File: src/rtl/gf2rk_pkg.sv
// ----------------------------------------------------------------------------
// gf2rk_pkg: shared types and constants for the GF(2) rank and kernel engine
// Field widths, configuration register indexes, reset values and the
// structs that travel between the engine's modules.
// ----------------------------------------------------------------------------
package gf2rk_pkg;

  localparam int ROW_W   = 64;  // bits in one matrix row
  localparam int COL_W   = 6;   // column index
  localparam int RANK_W  = 7;   // rank and column count, 0..64
  localparam int CFG_W   = 64;  // widest configuration register
  localparam int OUT_TDATA_W = 80;

  localparam int DEF_MAX_ROWS = 256;
  localparam int DEF_MAX_COLS = 64;

  // configuration register indexes
  typedef enum logic [1:0] {
    CFG_MODE          = 2'd0,
    CFG_COLUMN_COUNT  = 2'd1,
    CFG_BLOCK_END     = 2'd2,
    CFG_WITNESS_START = 2'd3
  } cfg_idx_t;

  localparam logic MODE_PROFILE = 1'b0;
  localparam logic MODE_WITNESS = 1'b1;

  localparam logic [RANK_W-1:0] RST_COLUMN_COUNT = 7'd64;

  typedef struct packed {
    logic              mode;
    logic [RANK_W-1:0] column_count;
    logic [ROW_W-1:0]  block_end_mask;
    logic [COL_W-1:0]  witness_start;
  } cfg_t;

  typedef struct packed {
    logic [COL_W-1:0]  column_index;
    logic [RANK_W-1:0] rank_value;
    logic              found;
    logic [ROW_W-1:0]  kernel_mask;
    logic              overflow;
    logic              last;
  } result_t;

endpackage

File: src/rtl/gf2rk_out.sv
// ----------------------------------------------------------------------------
// gf2rk_out: result output register
// Holds one finished result for the downstream side; refills in the cycle
// that the held word is taken.
// ----------------------------------------------------------------------------
module gf2rk_out (
  input  logic               clk,
  input  logic               rst,
  input  logic               res_valid,
  input  gf2rk_pkg::result_t res,
  output logic               res_ready,
  output logic               out_valid,
  output gf2rk_pkg::result_t out_res,
  input  logic               out_ready
);

  import gf2rk_pkg::*;

  result_t held;
  logic    held_valid;

  assign res_ready = !held_valid || out_ready;
  assign out_valid = held_valid;
  assign out_res   = held;

  always_ff @(posedge clk) begin
    if (rst) begin
      held_valid <= 1'b0;
    end else if (res_ready) begin
      held_valid <= res_valid;
    end
  end

  always_ff @(posedge clk) begin
    if (res_ready && res_valid) begin
      held <= res;
    end
  end

endmodule

File: config.mk
export PLATFORM = sky130hd
export DESIGN_NAME = gf2rk_out
export DESIGN_NICKNAME = d
export VERILOG_FILES = /design/src/rtl/gf2rk_pkg.sv /design/src/rtl/gf2rk_out.sv
export SDC_FILE = /design/constraint.sdc
export NUM_CORES = 1
export LEC_CHECK = 0
export BUFFER_PORTS_ARGS = -buffer_cell sky130_fd_sc_hd__clkbuf_2
export CORE_MARGIN = 5
export CORE_UTILIZATION = 37
export DETAILED_ROUTE_END_ITERATION = 7
export PLACE_DENSITY = 0.75
export SLEW_MARGIN = 20
export SYNTH_ARGS = -nofsm -noshare
export SYNTH_HDL_FRONTEND = slang
export SYNTH_SLANG_ARGS = --single-unit
File: constraint.sdc
create_clock -name clk -period 1.5 [get_ports clk]
set_clock_uncertainty 0.05 [all_clocks]
set_input_delay 0.3 -clock clk [delete_from_list [all_inputs] [get_ports clk]]
set_output_delay 0.3 -clock clk [all_outputs]
set_load 0.01 [all_outputs]
Word-level counts from Yosys, hierarchy flattened:

Cells that the tools add are included.

* reductions and logical operators: 3

Operators with widths (number)
* $logic_and 1x1->1: 1
* $logic_not 1->1: 1
* $logic_or 1x1->1: 1

* register bits: 81

Depth between registers and ports, before layout:

* word-level depth: 3
* gate-level depth with buffers: 2
* gate-level depth less buffers: 2

Worst setup path after synthesis:

OpenSTA, ideal clock, no wires.

* kind: reg-to-reg
* from: reg held_valid, in the netlist out_valid
* to: reg held, in the netlist out_res[0] (enable)
* required time: 1.068 ns
* arrival: 1.107 ns
* buffers on the path: 0
* stages on the path, launching flop included: 3
* slack: -0.040 ns
* cell sequence: dfxtp_1 nand2b_4 and2_4

* cells in the longest elaborated chain, start to end: 3

RTL lines
* from (decl): line gf2rk_out.sv:20 `logic held_valid;`
* from (signal assigned): line gf2rk_out.sv:30 `held_valid <= res_valid;`
* $logic_not 1->1: line gf2rk_out.sv:22 `assign res_ready = !held_valid || out_ready;`
* $logic_or 1x1->1: line gf2rk_out.sv:22
* named net res_ready: line gf2rk_out.sv:11 `output logic res_ready,`
* $logic_and 1x1->1: line gf2rk_out.sv:35 `if (res_ready && res_valid) begin`
* to (signal assigned): line gf2rk_out.sv:36 `held <= res;`
* to (decl): line gf2rk_out.sv:19 `result_t held;`

The timed path passes the listed nets, and every way through them passes these cells.
A chain may end at the register's enable or synchronous reset.

Worst setup path in the final report:

* from: reg held_valid, in the netlist out_valid
* to: out res_ready

* cells in the longest elaborated chain, start to end: 2

RTL lines (line)
* $logic_not 1->1: gf2rk_out.sv:22
* $logic_or 1x1->1: gf2rk_out.sv:22
* to (decl): gf2rk_out.sv:11

No other way between the ends.

==> results.cfg <==
[sta]
clock.fmax_mhz = 823.8
worst_slew_pin_slew_ps = 206.7
max_slew_margin = 0.8622
finalSetupTns_ps = 0
period_needed_ps = 1214
setup_viol = 0
grt_setup_unrepaired = no
hold_viol_final = 0
min_period_over_period = 0.8092
slew_viol_final = 0

[finish]
fin_nets = 348
utilization = 0.5716
layout_commonest_cell = clkbuf_2
stdcell_area_mm2 = 0.003671
syn_to_final_growth_pct = 49.39
instances_no_fill = 346
layout_common_cells = 165 x clkbuf_2, 80 x edfxtp_1, 9 x clkbuf_8, 3 x bufinv_16, 2 x buf_12
drive_gt1_frac = 0.6952
num_antenna_cells = 0

[cts]
htree_levels = 3
cts_root_buffer = clkbuf_8
cts_tree = yes
post-cts-setup-buffers = 0
clkSlewWorstSetupHoldPaths_ps = 70
clock_path_buffers = 2
holdBufCountCts = 0
numCtsBuffers = 9
clk_latency_ps = 330
clock-sinks = 81
cts_resized = 0

[routing]
num_vias = 1514
dr.pass1.iters = 4
drt-initial-drc-count = 58
antenna_left = 0
wl_per_cell_um = 15.86
drc = 0
via_per_inst = 4.376
wl_mm = 5.488

[place]
gp_congestion = 0.6882
io_buffers = 165
postPlaceCellArea_mm2 = 0.003428
dp.cells = 330

[synthesis]
synth_cells = 85
syn_avg_cell_area_um2 = 28.91
ys_seq_elements = 81
synth_warnings = 0
ys_seq_area_frac = 0.9857
ys_types = 6
syn_area_mm2 = 0.002457
syn-num-nets = 169

[floorplan]
io_pins = 166
die_w_um = 91.50
initial_utilization = 0.3826
rows = 29
coreArea_mm2 = 0.006422
dieArea_mm2 = 0.008371
die_height_um = 91.50

[power]
combPwrFrac = 0.077
powerDensity_mw_per_mm2 = 1341
internal_power_mw = 3.936
seqPwrFrac = 0.544
pwr-share-clk = 0.380
power_switching_mw = 0.9883
ir_drop_mv = 0.6383
power.leakage_nw = 1.632
p_sw_frac = 0.2007

[worst_setup_path]
crit_path_cell_trace = nand2b_4 > clkbuf_2
rrSetupSlack_ps = 330
cp_data_required_time_ps = 1150
slowest_delay_ps = 350
startpoint_type = register
critical_path_class = register to output port
cp_slowest_cell = dfxtp_2
cp.arrival_ps = 860
cp_max_fo = 3
end_kind = output port

[global_routing]
grt_pass1_vias = 1647
grt_start_max_net_pins = 40
gr-total-overflow = 0
grtUsageTotal = 0.1296
grt_pass1_wl_mm = 8.190
antenna_found_initial = 0

[flow_run]
max-cap-violations = 0

[worst_hold_path]
hp-class = primary input to register

[outcome]
outcome = finished clean
## area by class of cell
class | count | area, um2
fillers | 518 | 2751
flip-flops and latches | 81 | 2424
repair buffers | 168 | 873.3
clock buffers | 10 | 127.6
clock inverters | 6 | 115.1
well taps | 77 | 96.34
multi-input cells | 3 | 31.28
inverters | 1 | 3.754
## critical path, delay by kind of cell (launching register included)
| kind | cells | cell delay [ps] |
|---|---|---|
| buf+inv | 1 | 120 |
| simple gates | 1 | 60 |
| flops | 1 | 350 |
## power groups by stage
stage | Combinational [mW] | Sequential, mW | Clock, mW
2_1_floorplan | 0.0466 | 2.80 | 0
3_5_place_dp | 0.388 | 2.73 | 0
6_report | 0.378 | 2.68 | 1.87
5_1_grt | 0.408 | 2.69 | 2.03
4_1_cts | 0.388 | 2.68 | 1.94
3_3_place_gp | 0.377 | 2.72 | 0
## Yosys cell counts
cell / n / area (um2)
edfxtp_1: 80 / 2402
a21oi_2: 1 / 8.760
and2_4: 1 / 8.760
dfxtp_1: 1 / 20.02
inv_1: 1 / 3.750
nand2b_4: 1 / 13.76
## routing by layer
metal	wire length [um]	up-vias	GRT usage
met3	640	9	0.05455
met1	1986	707	0.1387
met5	0	-	0
met4	89	0	0.06407
met2	2772	100	0.2197
li1	-	698	-
## metrics by stage
stage / hold slack (ps) / setup WS, ps / total power [mW]
after floorplan: 305.1 / -17.26 / 2.848
after global placement: 404.7 / 229.5 / 3.101
after detailed placement: 411.7 / 206.9 / 3.119
after CTS: 44.28 / 254.1 / 5.009
after global routing: 60.07 / 233.9 / 5.125
final: 66.34 / 286.1 / 4.924
## registers in the layout, indices dropped and copies added (netlist names)
signal     flops
out_res       80
out_valid      1
## final timing paths
check | startpoint | to | depth (start not counted)
max | out_valid$_SDFFE_PP0P_ | res_ready | 2
min | rst | out_valid$_SDFFE_PP0P_ | 2
max reg2reg | out_valid$_SDFFE_PP0P_ | out_res[54]$_DFFE_PP_ | 3
min reg2reg | out_valid$_SDFFE_PP0P_ | out_valid$_SDFFE_PP0P_ | 2
## cell families (layout without fill, tap and decap cells)
| group | count (synthesis) | in the layout | share of synthesized area |
|---|---|---|---|
| buffers and inverters | 1 | 185 | 0.001526 |
| and+or+nand+nor | 2 | 2 | 0.009164 |
| AOI/OAI and AO/OA | 1 | 1 | 0.003565 |
| DFF | 81 | 81 | 0.9857 |
(Power assumes the default switching activity.)
